===== src/rtl/spd_pkg.sv =====
`default_nettype none
// ----------------------------------------------------------------------------
// spd_pkg: shared types and codes of the sync packet receiver
// Register indexes, message types, mode request codes and the packet
// descriptor that travels from the deframer to the decoder.
// ----------------------------------------------------------------------------
package spd_pkg;

    // configuration register indexes
    localparam logic CFG_SYNC_HIGH = 1'b0;
    localparam logic CFG_SYNC_LOW  = 1'b1;

    localparam logic [7:0] SYNC_HIGH_RESET = 8'hBE;
    localparam logic [7:0] SYNC_LOW_RESET  = 8'hEF;

    // message types
    localparam logic [7:0] TYPE_ACK      = 8'h00;
    localparam logic [7:0] TYPE_SAFE     = 8'h02;
    localparam logic [7:0] TYPE_FOLLOW   = 8'h04;
    localparam logic [7:0] TYPE_SET_MODE = 8'h05;

    // offset-4 argument values
    localparam logic [7:0] ARG_CRUISE = 8'h00;
    localparam logic [7:0] ARG_IDLE   = 8'h01;
    localparam logic [7:0] ARG_SAFE   = 8'h02;
    localparam logic [7:0] ARG_ACK_IDLE = 8'h04;

    // mode request codes
    localparam logic [1:0] MODE_NONE   = 2'd0;
    localparam logic [1:0] MODE_IDLE   = 2'd1;
    localparam logic [1:0] MODE_CRUISE = 2'd2;
    localparam logic [1:0] MODE_SAFE   = 2'd3;

    // one finished packet, as seen on its last byte
    typedef struct packed {
        logic [7:0] packet_type;
        logic [7:0] payload_length;
        logic [7:0] offset4_byte;
        logic [7:0] offset5_byte;
        logic       checksum_ok;
        logic       not_above_idle;
        logic       is_cruise;
    } spd_desc_t;

    // write side of the descriptor queue
    typedef struct packed {
        logic      push;
        spd_desc_t desc;
    } spd_push_t;

endpackage

`default_nettype wire


===== src/rtl/spd_front.sv =====
`default_nettype none
// ----------------------------------------------------------------------------
// spd_front: sync hunt, field capture and checksum
// Takes one link byte per accepted word and pushes a descriptor on the
// checksum low byte.
// ----------------------------------------------------------------------------
module spd_front (
    input  wire logic             aclk,
    input  wire logic             aresetn,
    input  wire logic             cfg_we,
    input  wire logic             cfg_addr,
    input  wire logic [7:0]       cfg_wdata,
    input  wire logic             s_valid,
    output logic                  s_ready,
    input  wire logic [7:0]       s_rx_byte,
    input  wire logic             s_state_not_above_idle,
    input  wire logic             s_state_is_cruise,
    input  wire logic             q_full,
    output spd_pkg::spd_push_t    q_wr
);

    typedef enum logic [2:0] {
        PH_HUNT    = 3'd0,
        PH_SYNC2   = 3'd1,
        PH_TYPE    = 3'd2,
        PH_LEN     = 3'd3,
        PH_PAYLOAD = 3'd4,
        PH_CK_HI   = 3'd5,
        PH_CK_LO   = 3'd6
    } phase_t;

    phase_t      phase_reg, phase_next;
    logic [15:0] sum_reg, sum_next;
    logic [8:0]  pos_reg, pos_next;
    logic [7:0]  sync_high_reg, sync_low_reg;
    logic [7:0]  type_reg, len_reg, b4_reg, b5_reg, ck_hi_reg;
    logic [7:0]  b4_now, b5_now;
    logic        accept;
    logic        capturing;

    // high += byte; low += high (both mod 256)
    function automatic logic [15:0] sum_add(input logic [15:0] s, input logic [7:0] b);
        logic [7:0] hi;
        logic [7:0] lo;
        hi = s[15:8] + b;
        lo = s[7:0] + hi;
        return {hi, lo};
    endfunction

    assign s_ready = !q_full;
    assign accept  = s_valid && s_ready;

    assign capturing = (phase_reg == PH_TYPE) || (phase_reg == PH_LEN) ||
                       (phase_reg == PH_PAYLOAD) || (phase_reg == PH_CK_HI) ||
                       (phase_reg == PH_CK_LO);

    // bypass so the byte landing at offset 4/5 on this word is seen now
    assign b4_now = (capturing && pos_reg == 9'd4) ? s_rx_byte : b4_reg;
    assign b5_now = (capturing && pos_reg == 9'd5) ? s_rx_byte : b5_reg;

    always_comb begin
        phase_next = phase_reg;
        sum_next   = sum_reg;
        pos_next   = capturing ? pos_reg + 9'd1 : pos_reg;
        case (phase_reg)
            PH_SYNC2: begin
                if (s_rx_byte == sync_low_reg) begin
                    sum_next   = sum_add(sum_add(16'd0, sync_high_reg), sync_low_reg);
                    pos_next   = 9'd2;
                    phase_next = PH_TYPE;
                end else if (s_rx_byte != sync_high_reg) begin
                    phase_next = PH_HUNT;
                end
            end
            PH_TYPE: begin
                sum_next   = sum_add(sum_reg, s_rx_byte);
                phase_next = PH_LEN;
            end
            PH_LEN: begin
                sum_next   = sum_add(sum_reg, s_rx_byte);
                phase_next = (s_rx_byte == 8'd0) ? PH_CK_HI : PH_PAYLOAD;
            end
            PH_PAYLOAD: begin
                sum_next = sum_add(sum_reg, s_rx_byte);
                if (pos_next == {1'b0, len_reg} + 9'd4) begin
                    phase_next = PH_CK_HI;
                end
            end
            PH_CK_HI: begin
                phase_next = PH_CK_LO;
            end
            PH_CK_LO: begin
                phase_next = PH_HUNT;
            end
            default: begin
                phase_next = (s_rx_byte == sync_high_reg) ? PH_SYNC2 : PH_HUNT;
            end
        endcase
    end

    always_comb begin
        q_wr.push                = accept && (phase_reg == PH_CK_LO);
        q_wr.desc.packet_type    = type_reg;
        q_wr.desc.payload_length = len_reg;
        q_wr.desc.offset4_byte   = b4_now;
        q_wr.desc.offset5_byte   = b5_now;
        q_wr.desc.checksum_ok    = ({ck_hi_reg, s_rx_byte} == sum_reg);
        q_wr.desc.not_above_idle = s_state_not_above_idle;
        q_wr.desc.is_cruise      = s_state_is_cruise;
    end

    always_ff @(posedge aclk) begin
        if (!aresetn) begin
            phase_reg     <= PH_HUNT;
            sum_reg       <= 16'd0;
            pos_reg       <= 9'd0;
            sync_high_reg <= spd_pkg::SYNC_HIGH_RESET;
            sync_low_reg  <= spd_pkg::SYNC_LOW_RESET;
        end else begin
            if (cfg_we) begin
                case (cfg_addr)
                    spd_pkg::CFG_SYNC_HIGH: sync_high_reg <= cfg_wdata;
                    spd_pkg::CFG_SYNC_LOW:  sync_low_reg  <= cfg_wdata;
                    default: ;
                endcase
            end
            if (accept) begin
                phase_reg <= phase_next;
                sum_reg   <= sum_next;
                pos_reg   <= pos_next;
                b4_reg    <= b4_now;
                b5_reg    <= b5_now;
                if (phase_reg == PH_TYPE) type_reg  <= s_rx_byte;
                if (phase_reg == PH_LEN)  len_reg   <= s_rx_byte;
                if (phase_reg == PH_CK_HI) ck_hi_reg <= s_rx_byte;
            end
        end
    end

endmodule

`default_nettype wire


===== src/rtl/spd_queue.sv =====
`default_nettype none
// ----------------------------------------------------------------------------
// spd_queue: descriptor queue between deframer and decoder
// Small register FIFO; push and pop may happen in the same cycle.
// ----------------------------------------------------------------------------
module spd_queue #(
    parameter int DEPTH = 2
) (
    input  wire logic               aclk,
    input  wire logic               aresetn,
    input  wire spd_pkg::spd_push_t wr,
    output logic                    full,
    input  wire logic               pop,
    output spd_pkg::spd_desc_t      rd_desc,
    output logic                    empty
);

    localparam int PTR_W = (DEPTH > 1) ? $clog2(DEPTH) : 1;
    localparam int CNT_W = $clog2(DEPTH + 1);

    spd_pkg::spd_desc_t entry_reg [DEPTH];
    logic [PTR_W-1:0]   wr_ptr_reg, rd_ptr_reg;
    logic [CNT_W-1:0]   count_reg;
    logic               do_push, do_pop;

    assign full    = (count_reg == CNT_W'(DEPTH));
    assign empty   = (count_reg == '0);
    assign do_push = wr.push && !full;
    assign do_pop  = pop && !empty;
    assign rd_desc = entry_reg[rd_ptr_reg];

    always_ff @(posedge aclk) begin
        if (do_push) begin
            entry_reg[wr_ptr_reg] <= wr.desc;
        end
    end

    always_ff @(posedge aclk) begin
        if (!aresetn) begin
            wr_ptr_reg <= '0;
            rd_ptr_reg <= '0;
            count_reg  <= '0;
        end else begin
            if (do_push) begin
                wr_ptr_reg <= (wr_ptr_reg == PTR_W'(DEPTH - 1)) ? '0 : wr_ptr_reg + 1'b1;
            end
            if (do_pop) begin
                rd_ptr_reg <= (rd_ptr_reg == PTR_W'(DEPTH - 1)) ? '0 : rd_ptr_reg + 1'b1;
            end
            if (do_push && !do_pop) begin
                count_reg <= count_reg + 1'b1;
            end else if (do_pop && !do_push) begin
                count_reg <= count_reg - 1'b1;
            end
        end
    end

endmodule

`default_nettype wire


===== src/rtl/spd_back.sv =====
`default_nettype none
// ----------------------------------------------------------------------------
// spd_back: command decode and result register
// Pops one descriptor, decodes the mode request, holds the result word.
// ----------------------------------------------------------------------------
module spd_back (
    input  wire logic              aclk,
    input  wire logic              aresetn,
    input  wire spd_pkg::spd_desc_t q_desc,
    input  wire logic              q_empty,
    output logic                   q_pop,
    output logic                   m_valid,
    input  wire logic              m_ready,
    output logic [7:0]             m_packet_type,
    output logic [7:0]             m_payload_length,
    output logic [7:0]             m_offset4_byte,
    output logic [7:0]             m_offset5_byte,
    output logic                   m_checksum_ok,
    output logic                   m_ack_seen,
    output logic [1:0]             m_mode_request
);

    logic       valid_reg;
    logic [7:0] type_reg, len_reg, b4_reg, b5_reg;
    logic       ok_reg, ack_reg;
    logic [1:0] mode_reg;
    logic [1:0] mode_dec;

    assign q_pop = !q_empty && (!valid_reg || m_ready);

    always_comb begin
        mode_dec = spd_pkg::MODE_NONE;
        if (q_desc.checksum_ok) begin
            case (q_desc.packet_type)
                spd_pkg::TYPE_ACK: begin
                    if (q_desc.offset4_byte == spd_pkg::ARG_ACK_IDLE) begin
                        mode_dec = spd_pkg::MODE_IDLE;
                    end
                end
                spd_pkg::TYPE_SAFE: mode_dec = spd_pkg::MODE_SAFE;
                spd_pkg::TYPE_FOLLOW: begin
                    if (q_desc.not_above_idle) begin
                        mode_dec = spd_pkg::MODE_IDLE;
                    end else if (q_desc.is_cruise) begin
                        mode_dec = spd_pkg::MODE_CRUISE;
                    end
                end
                spd_pkg::TYPE_SET_MODE: begin
                    case (q_desc.offset4_byte)
                        spd_pkg::ARG_CRUISE: mode_dec = spd_pkg::MODE_CRUISE;
                        spd_pkg::ARG_IDLE:   mode_dec = spd_pkg::MODE_IDLE;
                        spd_pkg::ARG_SAFE:   mode_dec = spd_pkg::MODE_SAFE;
                        default:             mode_dec = spd_pkg::MODE_NONE;
                    endcase
                end
                default: mode_dec = spd_pkg::MODE_NONE;
            endcase
        end
    end

    always_ff @(posedge aclk) begin
        if (!aresetn) begin
            valid_reg <= 1'b0;
        end else if (q_pop) begin
            valid_reg <= 1'b1;
        end else if (m_ready) begin
            valid_reg <= 1'b0;
        end
    end

    always_ff @(posedge aclk) begin
        if (q_pop) begin
            type_reg <= q_desc.packet_type;
            len_reg  <= q_desc.payload_length;
            b4_reg   <= q_desc.offset4_byte;
            b5_reg   <= q_desc.offset5_byte;
            ok_reg   <= q_desc.checksum_ok;
            ack_reg  <= q_desc.checksum_ok && (q_desc.packet_type == spd_pkg::TYPE_ACK);
            mode_reg <= mode_dec;
        end
    end

    assign m_valid          = valid_reg;
    assign m_packet_type    = type_reg;
    assign m_payload_length = len_reg;
    assign m_offset4_byte   = b4_reg;
    assign m_offset5_byte   = b5_reg;
    assign m_checksum_ok    = ok_reg;
    assign m_ack_seen       = ack_reg;
    assign m_mode_request   = mode_reg;

endmodule

`default_nettype wire


===== src/rtl/sync_packet_receiver_dispatch.sv =====
`default_nettype none
// ----------------------------------------------------------------------------
// sync_packet_receiver_dispatch: sync-word packet deframer and dispatcher
// Hunts for a two-byte sync word, checks a Fletcher-style 16-bit sum and
// emits one decoded result word per received packet.
// ----------------------------------------------------------------------------
// One link byte is taken per input word, and the block takes one word every
// clock as long as the descriptor queue has room; s_ready drops only while
// the queue is full, i.e. when results back up behind a stalled m_ready.
// Bytes that do not end a packet produce nothing. The checksum low byte of
// a packet produces one result word, through the queue write and then the
// result register. The frame is: sync high, sync low, type, length, length
// payload bytes, checksum high, checksum low. The sum runs over sync, type,
// length and payload: high += byte, low += high, both mod 256. A bad checksum
// still yields a result, with checksum_ok, ack_seen and mode_request all zero.
// Sync bytes are set through cfg_we/cfg_addr/cfg_wdata (index 0 sync high,
// index 1 sync low); the user must write them only while no packet is in
// flight, unenforced by the block. No clearing pass is needed after reset.
// ----------------------------------------------------------------------------
module sync_packet_receiver_dispatch #(
    parameter int QUEUE_DEPTH = 2   // descriptor queue depth, 2 or more
) (
    input  wire logic       aclk,
    input  wire logic       aresetn,
    // configuration write port
    input  wire logic       cfg_we,
    input  wire logic       cfg_addr,
    input  wire logic [7:0] cfg_wdata,
    // received byte stream
    input  wire logic       s_valid,
    output logic            s_ready,
    input  wire logic [7:0] s_rx_byte,
    input  wire logic       s_state_not_above_idle,
    input  wire logic       s_state_is_cruise,
    // decoded packet results
    output logic            m_valid,
    input  wire logic       m_ready,
    output logic [7:0]      m_packet_type,
    output logic [7:0]      m_payload_length,
    output logic [7:0]      m_offset4_byte,
    output logic [7:0]      m_offset5_byte,
    output logic            m_checksum_ok,
    output logic            m_ack_seen,
    output logic [1:0]      m_mode_request
);

    spd_pkg::spd_push_t q_wr;       // deframer -> queue
    spd_pkg::spd_desc_t q_desc;     // queue head -> decoder
    logic               q_full;
    logic               q_empty;
    logic               q_pop;

    // front: sync hunt, field capture, running sum
    spd_front u_front (
        .aclk                   (aclk),
        .aresetn                (aresetn),
        .cfg_we                 (cfg_we),
        .cfg_addr               (cfg_addr),
        .cfg_wdata              (cfg_wdata),
        .s_valid                (s_valid),
        .s_ready                (s_ready),
        .s_rx_byte              (s_rx_byte),
        .s_state_not_above_idle (s_state_not_above_idle),
        .s_state_is_cruise      (s_state_is_cruise),
        .q_full                 (q_full),
        .q_wr                   (q_wr)
    );

    // decouples the byte stream from result back-pressure
    spd_queue #(
        .DEPTH (QUEUE_DEPTH)
    ) u_queue (
        .aclk    (aclk),
        .aresetn (aresetn),
        .wr      (q_wr),
        .full    (q_full),
        .pop     (q_pop),
        .rd_desc (q_desc),
        .empty   (q_empty)
    );

    // back: mode decode and output register
    spd_back u_back (
        .aclk             (aclk),
        .aresetn          (aresetn),
        .q_desc           (q_desc),
        .q_empty          (q_empty),
        .q_pop            (q_pop),
        .m_valid          (m_valid),
        .m_ready          (m_ready),
        .m_packet_type    (m_packet_type),
        .m_payload_length (m_payload_length),
        .m_offset4_byte   (m_offset4_byte),
        .m_offset5_byte   (m_offset5_byte),
        .m_checksum_ok    (m_checksum_ok),
        .m_ack_seen       (m_ack_seen),
        .m_mode_request   (m_mode_request)
    );

endmodule

`default_nettype wire


===== config.mk =====
export PLATFORM = sky130hd
export DESIGN_NAME = sync_packet_receiver_dispatch
export DESIGN_NICKNAME = d
export VERILOG_FILES = /design/src/rtl/spd_pkg.sv /design/src/rtl/spd_front.sv /design/src/rtl/spd_queue.sv /design/src/rtl/spd_back.sv /design/src/rtl/sync_packet_receiver_dispatch.sv
export SDC_FILE = /design/constraint.sdc
export NUM_CORES = 1
export LEC_CHECK = 0
export ABC_AREA = 0
export BUFFER_PORTS_ARGS = -buffer_cell sky130_fd_sc_hd__buf_2
export CAP_MARGIN = 10
export CORE_MARGIN = 4
export CORE_UTILIZATION = 58
export CTS_CLUSTER_DIAMETER = 30
export DETAILED_ROUTE_END_ITERATION = 12
export HOLD_SLACK_MARGIN = 0.05
export MAX_ROUTING_LAYER = met4
export PLACE_DENSITY = 0.79
export SLEW_MARGIN = 20
export SYNTH_ARGS = -nofsm -noshare
export SYNTH_HDL_FRONTEND = slang
export SYNTH_SLANG_ARGS = --single-unit

===== constraint.sdc =====
create_clock -name aclk -period 10.5 [get_ports aclk]
set_clock_uncertainty 0.2 [all_clocks]
set_input_delay 0.525 -clock aclk [delete_from_list [all_inputs] [get_ports aclk]]
set_output_delay 0.525 -clock aclk [all_outputs]
set_load 0.01 [all_outputs]

# After elaboration in Yosys (flattened, before gate mapping)
# Memories as Yosys holds them, arrays and structs flattened. A register that Yosys moved wholly into a read port is not among the register bits.
# Index checks and enable logic that the tools add are counted.
[totals] n_memories=1 ramBits=70 out_inout_bits=38 regBits=125 in_bits=24 wordCells=120
[op_classes] eq_ne=23 n_addsub=10 mux=28 n_reduce_logical=36 bitwise=1
[mem_list] name="u_queue.entry_reg" depth=2 word_bits=35 read_ports=1 rd_ports_with_merged_regs=1 write_ports=1 line_no="spd_queue.sv:21" source="spd_pkg::spd_desc_t entry_reg [DEPTH];"
[op_table] op="$add 8x8->8" count=4
[op_table] op="$pmux 16 s2" count=1
[op_table] op="$mux 9" count=3
[op_table] op="$eq 8x3->1 const B" count=3
[op_table] op="$logic_not 8->1" count=3
[op_table] op="$eq 9x3->1 const B" count=2
[op_table] op="$pmux 3 s6" count=1
[op_table] op="$eq 16x16->1" count=1
[op_table] op="$eq 8x2->1 const B" count=2
[op_table] op="$eq 8x8->1" count=2
[op_table] op="$mux 16" count=1
[op_table] op="$mux 8" count=2
[op_table] op="$reduce_and 3->1" count=5
[op_table] op="$mux 1" count=11
[op_table] op="$logic_and 1x1->1" count=10
[op_table] op="$add 8x3->9 const B" count=1
[op_table] op="$add 9x1->9 const B" count=1
[op_table] op="$eq 3x3->1 const B" count=3
[op_table] op="$eq 9x9->1" count=1
[op_table] op="$mux 3" count=3
[op_table] op="$eq 8x1->1 const B" count=1
[op_table] op="$mux 2" count=4
[op_table] op="$ne 8x8->1" count=1
[op_table] op="$pmux 2 s4" count=1
[op_table] op="other kinds (17)" count=31

# Logic depth before layout (Yosys ltp)
# Gate-level depths: netlist of run 1.
[depth] ltp_word=9 mapped_depth=14

# Cells and area by module
# A second synthesis of run 1 with hierarchy kept.
[hier_totals] hier_cells=763 area_unflattened_um2=9506.6
[modules_own_cells] module="spd_front" area_per_inst_um2=5484.0 seq_area_each_um2=2082.0 n_inst=1 cells_per_inst=567
[modules_own_cells] module="spd_queue" area_per_inst_um2=2757.6 seq_area_each_um2=2202.1 n_inst=1 cells_per_inst=134
[modules_own_cells] module="spd_back" area_per_inst_um2=1265.0 seq_area_each_um2=1101.1 n_inst=1 cells_per_inst=62

# Worst setup path before layout of run 1
# No wires, ideal clock.
[synth_path] path_type="in2reg" startpoint="input port m_ready" endpoint="register u_queue.count_reg[1]" setup_slack_ps=7049 n_path_buf=0 path_stages=6 setup_time_ps=70 arrival_time_ps=3180 path_cell_list="nor2b_1 > nor2_1 > inv_1 > ha_1 > or3_1 > a21oi_1"
[synth_between] elab_chain_cells=6 elab_cells_between_ends=8 classes_between="mux (1); reduce/logical (7)"
[synth_rtl] element="start: declaration" line_no="sync_packet_receiver_dispatch.sv:37" source="input wire logic m_ready,"
[synth_rtl] element="$logic_or 1x1->1 *" line_no="spd_back.sv:29" source="assign q_pop = !q_empty && (!valid_reg || m_ready);"
[synth_rtl] element="$logic_and 1x1->1 *" line_no="spd_back.sv:29"
[synth_rtl] element="net q_pop" line_no="sync_packet_receiver_dispatch.sv:51" source="logic q_pop;"
[synth_rtl] element="$logic_and 1x1->1 *" line_no="spd_queue.sv:29" source="assign do_pop = pop && !empty;"
[synth_rtl] element="$logic_not 1->1" line_no="spd_queue.sv:50" source="if (do_push && !do_pop) begin"
[synth_rtl] element="$logic_and 1x1->1" line_no="spd_queue.sv:50"
[synth_rtl] element="$mux 2 / $reduce_bool 2->1 (equally long branches)"
[synth_rtl] element="end signal: assignment" line_no="spd_queue.sv:51" source="count_reg <= count_reg + 1'b1;"
[synth_rtl] element="end signal: assignment" line_no="spd_queue.sv:53" source="count_reg <= count_reg - 1'b1;"
[synth_rtl] element="end: declaration" line_no="spd_queue.sv:23" source="logic [CNT_W-1:0] count_reg;"
# The timed path passes the listed nets; every way through them passes the cells marked *.
# A chain may end at the register's enable or synchronous reset.

# Final worst setup path of run 1
[layout_path] startpoint="register u_front.sync_high_reg[1]" endpoint="register u_front.sum_reg[7]"
[layout_between] elab_chain_cells=4
[layout_rtl] element="start: declaration" line_no="spd_front.sv:35" source="logic [7:0] sync_high_reg, sync_low_reg;"
[layout_rtl] element="start signal: assignment" line_no="spd_front.sv:117" source="sync_high_reg <= spd_pkg::SYNC_HIGH_RESET;"
[layout_rtl] element="start signal: assignment" line_no="spd_front.sv:122" source="spd_pkg::CFG_SYNC_HIGH: sync_high_reg <= cfg_wdata;"
[layout_rtl] element="$add 8x8->8" line_no="spd_front.sv:45" source="hi = s[15:8] + b;"
[layout_rtl] element="$add 8x8->8 *" line_no="spd_front.sv:46" source="lo = s[7:0] + hi;"
[layout_rtl] element="$mux 16 *" line_no="spd_front.sv:67" source="if (s_rx_byte == sync_low_reg) begin"
[layout_rtl] element="$pmux 16 s2 *" line_no="spd_front.sv:65" source="case (phase_reg)"
[layout_rtl] element="end signal: assignment" line_no="spd_front.sv:129" source="sum_reg <= sum_next;"
[layout_rtl] element="end: declaration" line_no="spd_front.sv:33" source="logic [15:0] sum_reg, sum_next;"
# Every way passes the cells marked *; elsewhere a longest branch is shown, timed or not. The select of a mux whose other input is x is not followed.

==> results by group, run 1 <==
Setup path
  • Startpoint types: register
  • Crit Path Class: register to register
  • Worst R2R Start: u_front.sync_high_reg[1]
  • Slack of the worst reg-to-reg path: 7.04 ns
  • R2R cell count: 13
  • Critical Path Sink: u_front.sum_reg[7]
  • CP Data Arrival Time: 3.60 ns
  • CP endpoint kind: register
  • Beginning of the critical path: u_front.sync_high_reg[1]
  • Crit-path max FO: 6
  • CP required: 10.64 ns
  • Reg-to-reg endpoint: u_front.sum_reg[7]

Clock network
  • Clk_lat worst skew: 0.43 ns
  • Post-CTS setup buffer count: 0
  • Clock Pin Slew Worst Setup and Hold Paths: 0.07 ns
  • CTS tree: built
  • Post-CTS Hold Buffers: 0
  • CTS root buf: clkbuf_16
  • H-tree levels: 4
  • Clock net sink count: 196
  • Clock Path Buffers: 2
  • Cts repair resizes: 0
  • Num CTS Buffers: 17

STA
  • Minimum clock period: 3.46 ns
  • Fin. max-slew vios: 0
  • RSZ-0062 raised after global routing: false
  • Hold_ws: 0.0823 ns
  • Worst slew margin: 28.2%
  • Post-route setup TNS: 0 ns
  • Setup violation total in the final timing report: 0
  • Fmax: 289 MHz
  • Tcrit/Tclk final: 32.9%
  • Worst-margin pin slew: 1.07 ns
  • Setup WS post-layout: 7.04 ns
  • Hold Fails Final Rpt: 0

Cells and area
  • # fillers: 1,104
  • Number of flip-flops under the largest register name: 70
  • Fin util: 66.8%
  • Design Area, Final: 0.0103 mm²
  • Layout area overhead: 11.3%
  • Nets: 873
  • Antenna fix cells: 0
  • Fraction of layout cells with a size suffix above 1: 18.2%

Global route
  • Global-route wire length before repair: 31.2 mm
  • Global route overflow: 0
  • Largest net degree at the start of global routing: 39
  • Initial antenna violation count: 0
  • Vias in the first global route: 5,992
  • GRT Overall Usage: 22.9%

Floorplanning
  • Core Area: 0.0154 mm²
  • # rows: 45
  • I/O pin total: 62
  • Initial Util: 60.0%
  • Die area: 0.0180 mm²
  • Chip Width: 134 µm
  • Die H: 134 µm

Detailed routing
  • Avg WL per Cell: 19.0 µm
  • Drt via density: 5.90
  • DR vias: 6,109
  • Router iterations before antenna repair: 6
  • Routed WL: 19.7 mm
  • Drt drc: 0
  • Drt first-iter violations: 483
  • Routed Antenna Nets: 0

Placed design
  • Placed Area: 0.00972 mm²
  • Dpl hpwl: 13.4 mm
  • GPL Wtd Cong: 0.960
  • Setup WS pre-CTS: 6.79 ns
  • Number of I/O port buffers: 61

Logic synthesis
  • Syn Std Cell Area: 0.00922 mm²
  • Yosys warning count: 0
  • Top post-synthesis cells by area: edfxtp_1, dfxtp_1, mux2_2
  • Post-synth top area cell: edfxtp_1
  • Post-synth EDFFs: 146
  • Post-Synthesis Cells: 756
  • Yosys reg bits: 196
  • Async SR Flop Fraction: 0%
  • Post-Syn Nets: 817
  • Post-synth cell types: 55
  • Syn Area/Cell: 12.2 µm²
  • Synth top area share: 47.5%
  • Post-synthesis sequential area ratio: 58.4%
  • Post-synth top cells: edfxtp_1, nand2_1, xnor2_1, dfxtp_1, mux2_2
  • Main synth FF type: edfxtp_1
  • Top-count cell post-synth: edfxtp_1

Run
  • Maxcap violations: 0

Pwr
  • Reg power frac: 48.2%
  • Clk network pwr share: 30.0%
  • Combinational fraction of design power: 21.8%
  • Switching Fraction: 28.9%
  • Lkg Pwr: 3.70 nW
  • Cell Int Power: 1.45 mW
  • NetSw: 589 µW
  • Peak VDD IR: 0.126 mV
  • Power Density: 199 mW/mm²

Hold path
  • Worst hold path class: input pin to register
  • Hold path depth: 1
  • Worst hold start: s_state_not_above_idle

Outcome
  • Status: finished, final reports clean
==> worst min-delay path by stage <==
stage,endpoint,slack [ns]
detailed placement,u_queue.entry_reg[0][28],0.23
global route,u_queue.entry_reg[0][1],0.07
CTS,u_queue.entry_reg[0][1],0.07
floorplan,u_queue.entry_reg[0][27],0.22
finish,u_queue.entry_reg[1][1],0.08
global placement,u_queue.entry_reg[0][34],0.22
==> cells in the final DEF, fill, tap and decap left out, types with 9 or more instances in the layout <==
cell type	instances
xnor2_1	62
clkbuf_16	17
buf_2	61
nor4_1	9
o21ai_0	34
nand3_1	24
mux2_2	50
edfxtp_1	146
nand2_1	81
nor2_1	39
a21oi_1	38
nand4_1	13
ha_1	33
xor2_1	16
dfxtp_1	50
inv_1	18
==> critical path: stages, from the launching register on <==
cell      delay (ns)
dfxtp_1         0.51
ha_1            0.30
a21oi_1         0.21
and2b_1         0.21
nor2_1          0.13
xnor2_1         0.17
ha_1            0.30
o21ai_0         0.11
o21bai_1        0.11
or3_1           0.32
a31oi_1         0.22
xor2_1          0.22
a21oi_1         0.10
o32ai_1         0.27
==> through the flow <==
step | total power [mW] | instances
after detailed placement | 1.44 | 1004
after global placement | 1.42 | 1004
after CTS | 2.05 | 1035
final | 2.04 | 1035
after global routing | 2.13 | 1035
after floorplan | 1.30 | 756
==> power by group through the flow <==
stage	Clock [mW]	Sequential [mW]	Combinational, mW
2_1_floorplan	0	1.02	0.284
3_3_place_gp	0	0.995	0.428
3_5_place_dp	0	1.00	0.444
4_1_cts	0.620	0.983	0.445
5_1_grt	0.654	0.991	0.485
6_report	0.612	0.983	0.444
==> area by class of cell <==
class | instances | area (µm²) | share of cell area, %
well taps | 211 | 264 | 2.57
clock inverters | 13 | 123 | 1.19
flip-flops and latches | 196 | 5390 | 52.4
inverters | 18 | 67.6 | 0.658
repair buffers | 66 | 343 | 3.34
multi-input cells | 513 | 3660 | 35.6
clock buffers | 18 | 429 | 4.18
==> logic make-up (layout without fill, tap and decap cells) <==
| family | after synthesis | in the layout | synth area share, % |
|---|---|---|---|
| and+or+nand+nor | 216 | 216 | 11.4 |
| muxes | 58 | 58 | 6.97 |
| DFF | 196 | 196 | 58.4 |
| xor gates and xnor gates | 79 | 79 | 7.65 |
| adders and majority gates | 37 | 37 | 5.34 |
| buffers and inverters | 47 | 115 | 2.08 |
| AOI/OAI and AO/OA | 123 | 123 | 8.21 |
==> routing by layer <==
metal | global-route usage (%) | wire length [µm]
met5 | - | 0
met4 | 8.26 | 501
met3 | 3.90 | 1120
met2 | 37.6 | 9570
met1 | 29.0 | 8470
(Power assumes the default switching activity.)
==> run 2: changes to the inputs <==
- clock period: 10.5 -> 3.4 ns (I/O delays scaled with it)
==> results by group, run 2 (synthesis results as in run 1) <==
Hold path
  • Worst hold path class: input pin to register

Detailed routing
  • Top Metal Used: met4
  • DR vias: 6,301
  • Avg WL per Cell: 19.1 µm
  • Drt first-iter violations: 571
  • Routed WL: 20.5 mm
  • Metal1 wirelength: 8.47 mm
  • Drt via density: 5.86
  • Router iterations before antenna repair: 5
  • Drt drc: 0
  • Wire length on met3: 1.25 mm
  • Wire length on met2: 10.4 mm
  • Routed Antenna Nets: 0

Clock network
  • Post-CTS setup buffer count: 0
  • CTS root buf: clkbuf_16
  • CTS tree: built
  • H-tree levels: 4
  • Clk_lat worst skew: 0.43 ns
  • Clock net sink count: 196
  • Clock Pin Slew Worst Setup and Hold Paths: 0.08 ns
  • Clock Path Buffers: 2
  • Num CTS Buffers: 17

Placed design
  • Placed Area: 0.00983 mm²
  • Dpl hpwl: 14.3 mm
  • Number of I/O port buffers: 61
  • GPL Wtd Cong: 0.969

Setup path
  • WP buf/inv: 0
  • CP top delay family: compound AO/OA/AOI/OAI gates
  • CP endpoint kind: register
  • CP cell instances: ha_2, fa_2, a21o_1, a21oi_2, o21ai_1, xor2_1, ha_1, a21oi_1, nand3_1, nor2_1, xnor2_1, xnor2_1, o21ai_0, o32ai_1
  • Crit Path Class: register to register
  • Crit path max-delay cell type: fa_2
  • CP required: 3.53 ns
  • CP peak stage delay: 0.38 ns
  • Cell repeated most along the worst path: xnor2_1
  • Startpoint types: register
  • Crit-path max FO: 5
  • CP Data Arrival Time: 3.42 ns

Floorplanning
  • I/O pin total: 62
  • Die H: 134 µm
  • Chip Width: 134 µm
  • Initial Util: 60.0%
  • Die area: 0.0180 mm²
  • Core Area: 0.0154 mm²
  • # rows: 45

Pwr
  • Power Density: 598 mW/mm²
  • Lkg Pwr: 3.88 nW
  • Peak VDD IR: 0.392 mV
  • Total power: 6.38 mW

Cells and area
  • Number of flip-flops under the largest register name: 70
  • Layout area overhead: 15.6%
  • Fin util: 69.4%
  • Fraction of layout cells with a size suffix above 1: 20.1%
  • Multi-input logic area: 0.00367 mm²
  • Nets: 913
  • # fillers: 1,072
  • Commonest cells after routing, fill and taps aside: edfxtp_1, nand2_1, xnor2_1
  • Reg area: 0.00539 mm²
  • Design Area, Final: 0.0107 mm²
  • Antenna fix cells: 0
  • Commonest non-fill, non-tap cell in the layout: edfxtp_1

Global route
  • Vias in the first global route: 6,264
  • Initial antenna violation count: 0
  • Global-route wire length before repair: 32.9 mm
  • Largest net degree at the start of global routing: 38
  • GRT Overall Usage: 24.2%
  • Global route overflow: 0

STA
  • Worst-margin pin slew: 0.892 ns
  • Fin. max-slew vios: 0
  • Worst slew margin: 40.4%
  • Tcrit/Tclk final: 96.5%
  • RSZ-0062 raised after global routing: false
  • Post-route setup TNS: 0 ns
  • Hold_ws: 0.0919 ns
  • Fmax: 305 MHz
  • Minimum clock period: 3.28 ns
  • Setup violation total in the final timing report: 0
  • Hold Fails Final Rpt: 0

Outcome
  • Status: finished, final reports clean

Run
  • Maxcap violations: 0
-- run 2: changes by cell type in the layout (fill, tap and decap cells not counted), moves of 2 or more --
cell,before,now
buf_4,5,20
clkinv_4,1,3
dlygate4sd3_1,0,25
ha_1,33,31
ha_2,0,2
inv_6,4,2
inv_8,1,5
o21ai_0,34,32
o21ai_1,1,3
-- run 2: area by class of cell --
cell class	count	area share (%)
Timing Repair Buffer	106	6.62
Inverter	18	0.634
Clock buffer	17	3.99
Tap cell	211	2.48
Sequential cell	196	50.5
Multi-Input combinational cell	513	34.4
Clock inverter	15	1.34
-- run 2: metrics by stage --
step	cells	setup WS (ns)
after floorplan	756	0.0530
after global placement	1019	0.191
after detailed placement	1019	0.0641
after CTS	1075	0.0470
after global routing	1076	0.00598
final	1076	0.118
-- run 2: final timing paths --
kind / start / to / slack [ns] / cells after the start
max: u_front.sum_reg[8] / u_front.sum_reg[7] / 0.12 / 14
min: cfg_we / u_front.sync_high_reg[6] / 0.09 / 4
max reg2reg: u_front.sum_reg[8] / u_front.sum_reg[7] / 0.12 / 14
min reg2reg: u_front.type_reg[2] / u_queue.entry_reg[1][29] / 0.25 / 0
-- run 2: repair_timing --
item / 4_1_cts / 5_1_grt
endpoints found under the setup margin: 1 / 1
hold endpoints to repair: 44 / 2
pin swaps: 0 / 3
gates resized for setup: 1 / 7
hold buffers: 24 / 1
-- run 2: worst register-to-register path: stages (launching register included) --
cell and delay [ns]:
dfxtp_1 0.34, ha_2 0.21, fa_2 0.38, a21o_1 0.18, a21oi_2 0.19, o21ai_1 0.11
xor2_1 0.17, ha_1 0.38, a21oi_1 0.16, nand3_1 0.09, nor2_1 0.13, xnor2_1 0.15
xnor2_1 0.13, o21ai_0 0.08, o32ai_1 0.30
-- run 2: per-layer routing --
layer,vias up,GRT usage [%]
li1,2963,-
met1,3070,30.0
met2,242,40.9
met3,26,3.60
met4,0,8.20
met5,-,-
-- run 2: report_power, final --
group,leakage [nW],switching (mW),internal [mW],total [mW]
combinational,1.87,0.827,0.605,1.43
sequential,1.74,0.133,2.90,3.03
clock,0.270,0.945,0.972,1.92
